$ cat src/hw/rtl/ebr_pkg.sv
// Package: shared types, constants and command/status structs for the bisection root block.
package ebr_pkg;

  localparam int unsigned WORD_W   = 32;
  localparam int unsigned Q_W      = 31;
  localparam int unsigned TOL_W    = 16;
  localparam int unsigned AXIS_W   = 2;
  localparam int unsigned CFG_IDX_W = 1;

  localparam logic [CFG_IDX_W-1:0] REG_AXIS_COUNT = 1'd0;
  localparam logic [CFG_IDX_W-1:0] REG_WIDTH_TOL  = 1'd1;

  localparam logic [AXIS_W-1:0] AXIS_TWO = 2'd2;

  // Sign of f(t).
  typedef enum logic [1:0] {
    SGN_NEG  = 2'd0,
    SGN_ZERO = 2'd1,
    SGN_POS  = 2'd2
  } sgn_t;

  typedef enum logic [3:0] {
    ST_IDLE,
    ST_SQRT,
    ST_EVAL_LO,
    ST_WAIT_LO,
    ST_EVAL_HI,
    ST_WAIT_HI,
    ST_CHECK,
    ST_EVAL_MID,
    ST_WAIT_MID,
    ST_FINISH,
    ST_OUT
  } state_t;

  // Which point f is evaluated at.
  typedef enum logic [1:0] {
    PT_LO,
    PT_HI,
    PT_MID
  } point_t;

  typedef struct packed {
    logic   load;       // capture input item
    logic   sqrt_start; // start integer square root
    logic   eval_start; // start f evaluation
    point_t eval_pt;
    logic   set_inside; // result is inside
    logic   collapse_hi;// lo <= hi
    logic   update;     // apply mid evaluation
    logic   finish;     // compute final midpoint
  } ebr_cmd_t;

  typedef struct packed {
    logic sqrt_done;
    logic eval_done;
    sgn_t sign;
    logic narrow;       // hi - lo <= tolerance
  } ebr_sts_t;

endpackage

$ cat src/hw/rtl/ebr_ctrl.sv
// Controller: state machine sequencing square root, f evaluations and bisection steps.
module ebr_ctrl #(
  parameter int unsigned MAX_STEPS = 64
) (
  input  logic            clk,
  input  logic            rst_n,
  input  logic            in_valid,
  output logic            in_ready,
  output logic            out_valid,
  input  logic            out_ready,
  output ebr_pkg::ebr_cmd_t cmd,
  input  ebr_pkg::ebr_sts_t sts
);
  import ebr_pkg::*;

  localparam int unsigned STEP_W = $clog2(MAX_STEPS + 1);

  state_t state_r, state_nxt;
  logic [STEP_W-1:0] steps_r, steps_nxt;

  always_ff @(posedge clk) begin
    if (!rst_n) begin
      state_r <= ST_IDLE;
      steps_r <= '0;
    end else begin
      state_r <= state_nxt;
      steps_r <= steps_nxt;
    end
  end

  always_comb begin
    state_nxt = state_r;
    steps_nxt = steps_r;
    cmd       = '0;
    cmd.eval_pt = PT_LO;
    in_ready  = 1'b0;
    out_valid = 1'b0;
    case (state_r)
      ST_IDLE: begin
        in_ready = 1'b1;
        if (in_valid) begin
          cmd.load  = 1'b1;
          state_nxt = ST_SQRT;
        end
      end
      ST_SQRT: begin
        cmd.sqrt_start = 1'b1;
        state_nxt      = ST_EVAL_LO;
      end
      ST_EVAL_LO: begin
        if (sts.sqrt_done) begin
          cmd.eval_start = 1'b1;
          cmd.eval_pt    = PT_LO;
          state_nxt      = ST_WAIT_LO;
        end
      end
      ST_WAIT_LO: begin
        if (sts.eval_done) begin
          if (sts.sign != SGN_POS) begin
            cmd.set_inside = 1'b1;
            state_nxt      = ST_OUT;
          end else begin
            state_nxt = ST_EVAL_HI;
          end
        end
      end
      ST_EVAL_HI: begin
        cmd.eval_start = 1'b1;
        cmd.eval_pt    = PT_HI;
        state_nxt      = ST_WAIT_HI;
      end
      ST_WAIT_HI: begin
        cmd.eval_pt = PT_HI;
        if (sts.eval_done) begin
          steps_nxt = '0;
          if (sts.sign == SGN_ZERO) begin
            cmd.collapse_hi = 1'b1;
            state_nxt       = ST_FINISH;
          end else begin
            state_nxt = ST_CHECK;
          end
        end
      end
      ST_CHECK: begin
        if (steps_r == STEP_W'(MAX_STEPS) || sts.narrow) begin
          state_nxt = ST_FINISH;
        end else begin
          state_nxt = ST_EVAL_MID;
        end
      end
      ST_EVAL_MID: begin
        cmd.eval_start = 1'b1;
        cmd.eval_pt    = PT_MID;
        state_nxt      = ST_WAIT_MID;
      end
      ST_WAIT_MID: begin
        cmd.eval_pt = PT_MID;
        if (sts.eval_done) begin
          cmd.update = 1'b1;
          steps_nxt  = steps_r + 1'b1;
          state_nxt  = (sts.sign == SGN_ZERO) ? ST_FINISH : ST_CHECK;
        end
      end
      ST_FINISH: begin
        cmd.finish = 1'b1;
        state_nxt  = ST_OUT;
      end
      ST_OUT: begin
        out_valid = 1'b1;
        if (out_ready) begin
          state_nxt = ST_IDLE;
        end
      end
      default: state_nxt = ST_IDLE;
    endcase
  end

  a_io_excl: assert property (@(posedge clk) disable iff (!rst_n)
    !(in_ready && out_valid)) else $error("ready and result valid together");
  a_steps: assert property (@(posedge clk) disable iff (!rst_n)
    steps_r <= STEP_W'(MAX_STEPS)) else $error("step count overrun");
  a_out_hold: assert property (@(posedge clk) disable iff (!rst_n)
    out_valid && !out_ready |=> out_valid) else $error("result dropped");

endmodule

$ cat config.mk
export PLATFORM = sky130hd
export DESIGN_NAME = ebr_ctrl
export DESIGN_NICKNAME = d
export VERILOG_FILES = /design/src/hw/rtl/ebr_pkg.sv /design/src/hw/rtl/ebr_ctrl.sv
export SDC_FILE = /design/constraint.sdc
export NUM_CORES = 1
export LEC_CHECK = 0
export BUFFER_PORTS_ARGS = -buffer_cell sky130_fd_sc_hd__buf_2
export CAP_MARGIN = 30
export CORE_MARGIN = 1.5
export CORE_UTILIZATION = 40
export DETAILED_ROUTE_END_ITERATION = 10
export PLACE_DENSITY = 0.58
export REMOVE_ABC_BUFFERS = 1
export SLEW_MARGIN = 20
export SYNTH_ARGS = -nofsm -noshare
export SYNTH_HDL_FRONTEND = slang
export SYNTH_SLANG_ARGS = --single-unit
export TNS_END_PERCENT = 10
$ cat constraint.sdc
create_clock -name clk -period 5.2 [get_ports clk]
set_clock_uncertainty 0.15 [all_clocks]
set_input_delay 0.26 -clock clk [delete_from_list [all_inputs] [get_ports clk]]
set_output_delay 0.26 -clock clk [all_outputs]
set_load 0.005 [all_outputs]
== Word-level counts from Yosys, hierarchy flattened ==
Cells that the tools add are included.
Operators by class
  reduce and logical (&&, ||, !) cells: 9
  $add $sub $neg: 1
  multiplexer cells: 29
  equality and inequality tests: 20
Operators by type and width (count)
  $pmux W4 S10: 1
  $mux W4: 8
  $eq A4 B3 Y1 const B: 4
  $mux W1: 14
  $mux W7: 2
  $ne A2 B2 Y1 const B: 7
  $pmux W7 S2: 1
  $eq A4 B4 Y1 const B: 3
  $eq A4 B2 Y1 const B: 2
  $reduce_or A2 Y1: 4
  $add A7 B1 Y7 const B: 1
  $eq A7 B7 Y1 const B: 1
  $pmux W2 S3: 1
  $reduce_and A5 Y1: 1
  $eq A4 B1 Y1 const B: 1
  $logic_not A4 Y1: 1
  $mux W3: 1
  $reduce_and A3 Y1: 1
  $eq A2 B1 Y1 const B: 1
  $ne A2 B1 Y1 const B: 1
  $pmux W1 S2: 1
  $reduce_bool A2 Y1: 1
  $logic_or A1 B1 Y1: 1
Word-level totals
  output and inout port bits: 11
  word-level logic and storage cells: 61
  bits in registers: 11

== Depth between registers and ports, before layout ==
  depth after elaboration: 4
  mapped depth: 7
  mapped depth without buffers: 7

== Worst setup path before layout ==
Ideal clock, no wire load.
  kind: reg-to-reg
  start point: reg state_r[3]
  end point: reg steps_r[5]
  arrival: 1.443 ns
  stages on the path, launching flop included: 7
  path slack: 3.493 ns
  library setup time: 0.115 ns
  cell sequence: dfxtp_1 > buf_4 > or4b_4 > nor3_2 > nand3_1 > mux2i_1 > and2_1
On the way
  word-level cells in the longest chain between the ends: 3
  elaborated cells between the ends (all ways): 7
  those cells by class: eq/ne (4); mux (1); reduce/logical (2)
RTL lines
  start, declared: line ebr_ctrl.sv:18  | state_t state_r, state_nxt;
  start signal, assigned: line ebr_ctrl.sv:26  | state_r <= state_nxt;
  $eq A4 B3 Y1 or $eq A4 B4 Y1 (tied branches): line ebr_ctrl.sv:38  | case (state_r)
  $ne A2 B2 Y1 (no line) or $reduce_bool A2 Y1 (tied branches)
  $reduce_and A3 Y1 (no line)
  end signal, assigned: line ebr_ctrl.sv:27  | steps_r <= steps_nxt;
  end, declared: line ebr_ctrl.sv:19  | logic [STEP_W-1:0] steps_r, steps_nxt;
Several ways; a longest one is shown, not always the timed one.
A chain may end at the register's enable or synchronous reset.

==> results.py <==
metrics = {
    "sta": {
        "clock.fmax_mhz": 442,
        "hold_viol": 0,
        "whs_ps": 183,
        "fin_crit_sh": 0.435,
        "setup_viol": 0,
        "relSlewSlack": 0.625,
        "fin_setup_tns_ps": 0,
        "tightestPinTransition_ps": 562,
        "slew_viol_final": 0,
        "grt_setup_unrepaired": "false",
        "layout_min_cycle_time_ps": 2260,
    },
    "final_layout": {
        "ff_latch_area_sq_um": 220,
        "fin_area_sq_um": 973,
        "area_delta_synth_final_pct": 14.9,
        "nFillCells": 207,
        "antenna_cells": 0,
        "multi_input_area_sq_um": 576,
        "drive_gt1_frac": 0.209,
        "nets": 141,
    },
    "setup_path": {
        "slowest_stage": "dfxtp_1",
        "worstPathRequired_ps": 4790,
        "path_cells": "nor4b_1, nand2_1, inv_1, buf_2",
        "cp.arrival_ps": 1850,
        "start_kind": "register",
        "crit_path_max_incr_delay_ps": 680,
        "rrSetupSlack_ps": 3090,
        "cp_max_fo": 19,
        "r2r-start": "state_r[3]$_SDFFE_PN0P_",
        "cp-end-kind": "primary output",
        "crit_type": "register to primary output",
        "r2r_end": "state_r[1]$_SDFFE_PN0P_",
        "reg2reg_depth": 5,
    },
    "synthesis": {
        "postSynthAreaPerCell_sq_um": 7.56,
        "synth_flop_cell": "dfxtp_1",
        "netlist_area_sq_um": 847,
        "netlist_top_cells_area": "dfxtp_1 26%, o21ai_0 5.3%, nor2_1 4.9%",
        "synthArstFlopShare": 0,
        "synth_cells": 112,
        "synth.top_cell.area_share": 0.260,
        "ys_ff_latch": 11,
        "synthDistinctLibCells": 38,
        "ys_seq_area_frac": 0.260,
        "synth_edf_count": 0,
        "synth_warnings": 0,
        "synth_top_area_cell": "dfxtp_1",
    },
    "detailed_routing": {
        "drc": 0,
        "drtIter0Drc": 10,
        "vias": 835,
        "wl_per_cell_um": 12.7,
        "viasPerCell": 5.35,
        "wl_um": 1980,
        "ant_nets": 0,
        "firstDrtPassIters": 4,
    },
    "hold_path": {
        "hold_depth": 3,
        "hold_path.class": "input pin to register",
        "hold_path_startpoint": "rst_n",
        "hold_path_end": "steps_r[4]$_SDFFE_PN0P_",
    },
    "placed_design": {
        "place_area_sq_um": 947,
        "gp_congestion": 0.774,
        "portBuffers": 19,
        "dp_hpwl_um": 1460,
    },
    "floorplanning": {
        "die_x_um": 49.0,
        "start_util": 0.427,
        "core-area_sq_um": 1980,
        "pin_count": 20,
        "dieArea_sq_um": 2400,
        "die_h_um": 49.0,
        "rows": 16,
    },
    "run_status": {
        "outcome": "complete, no violations",
    },
    "clock_network": {
        "cts_resized": 0,
        "clock_sinks": 11,
        "holdBufCountCts": 0,
        "ctsHtreeMaxLevel": 1,
        "cts_tree": "yes",
        "clkTransAtPathRegs_ps": 80,
        "clock_path_buffers": 2,
        "clock_latency_ps": 270,
        "cts-buffers-inserted": 3,
        "clock-root-buffer": "clkbuf_4",
        "post-cts-setup-buffers": 0,
    },
    "global_route": {
        "grt_pass1_vias": 715,
        "track_usage": 0.170,
        "grt_start_max_net_pins": 20,
        "antenna_found_initial": 0,
        "grt_pass1_wl_um": 3170,
        "grt_overflow_total": 0,
    },
    "pwr": {
        "vdd_ir_drop_max_uv": 182,
        "p_total_uw": 309,
        "leakage_nw": 0.405,
        "power_density_nw_per_um2": 317,
    },
    "job": {
        "drv_cap": 0,
    },
}
## power by group
group	switching [mW]	internal, mW
logic	0.0616	0.0596
registers	0.0355	0.0928
clock network	0.0292	0.0297
total	0.126	0.182
## flip-flops by register name, summed over array words and instances (netlist names)
register and cells:
steps_r 7, state_r 4
## synthesized netlist by cell type, types with 3 or more instances
cell      instances
a32o_1            4
nand3_1           4
o21ai_0           9
inv_1             6
nand2_1           9
nor2b_1           3
mux2i_1           3
and2_1            3
clkbuf_1          3
nand2b_1          5
nor2_1           11
a21oi_1           8
dfxtp_1          11
## worst max path at each step
| stage | cells past startpoint | endpoint | slack [ps] | from |
|---|---|---|---|---|
| floorplan | 5 | steps_r[5]$_SDFFE_PN0P_ | 3320 | state_r[3]$_SDFFE_PN0P_ |
| finish | 4 | cmd[1] | 2940 | state_r[3]$_SDFFE_PN0P_ |
| CTS | 4 | cmd[1] | 2950 | state_r[3]$_SDFFE_PN0P_ |
| detailed placement | 5 | steps_r[5]$_SDFFE_PN0P_ | 3130 | state_r[3]$_SDFFE_PN0P_ |
| global placement | 5 | steps_r[5]$_SDFFE_PN0P_ | 3160 | state_r[3]$_SDFFE_PN0P_ |
| global route | 4 | cmd[1] | 2760 | state_r[3]$_SDFFE_PN0P_ |
## worst max-delay path: cells and delay by family (launching register included)
kind / cells / cell delay [ps]
buffers and inverters: 2 / 300
DFF: 1 / 680
and+or+nand+nor: 2 / 610
## area by class of cell
type | instances | share of cell area
clock buffer | 4 | 0.0270
tap | 27 | 0.0347
inverter | 6 | 0.0231
multi-input combinational | 89 | 0.591
timing repair buffer | 19 | 0.0977
sequential | 11 | 0.226
## layer usage
metal  vias up  global-route usage  wire [um]  part of all wire
met1       372               0.204        964              0.49
met5         -                   0          0                 0
met3         0              0.0644         77             0.039
li1        447                   -          -                 -
met4         0              0.0571          0                 0
met2        16               0.276        938              0.47
## logic make-up after synthesis
| family | share of synthesized area |
|---|---|
| simple gates | 0.346 |
| compound gates | 0.258 |
| xor+xnor | 0.0103 |
| buf+inv | 0.0606 |
| mux | 0.0355 |
| flops | 0.260 |
| fa+ha+maj | 0.0295 |
## layout by cell type (no fill, tap or decap), types with 2 or more instances in the layout
cell	synthesis	routed
a22oi_1	2	2
a32o_1	4	4
nand2b_1	5	5
inv_1	6	6
o211ai_1	2	2
nor2_1	11	11
dfxtp_1	11	11
nor4_1	2	2
nor2b_1	3	3
o21ai_0	9	9
ha_1	2	2
and2_1	3	3
a21oi_1	8	8
nor3b_1	2	2
buf_2	2	19
nor4bb_1	2	2
nand2_1	9	9
clkbuf_4	0	3
mux2i_1	3	3
nor3_2	2	2
nand3_1	4	4
## through the flow
stage / utilization / setup slack [ps] / instances
floorplan: - / 3320 / 106
detailed placement: 0.478 / 3130 / 152
global placement: 0.478 / 3160 / 152
global route: 0.491 / 2760 / 156
CTS: 0.491 / 2950 / 156
finish: 0.491 / 2940 / 156
Note: power is estimated with default switching activity, not from simulation.
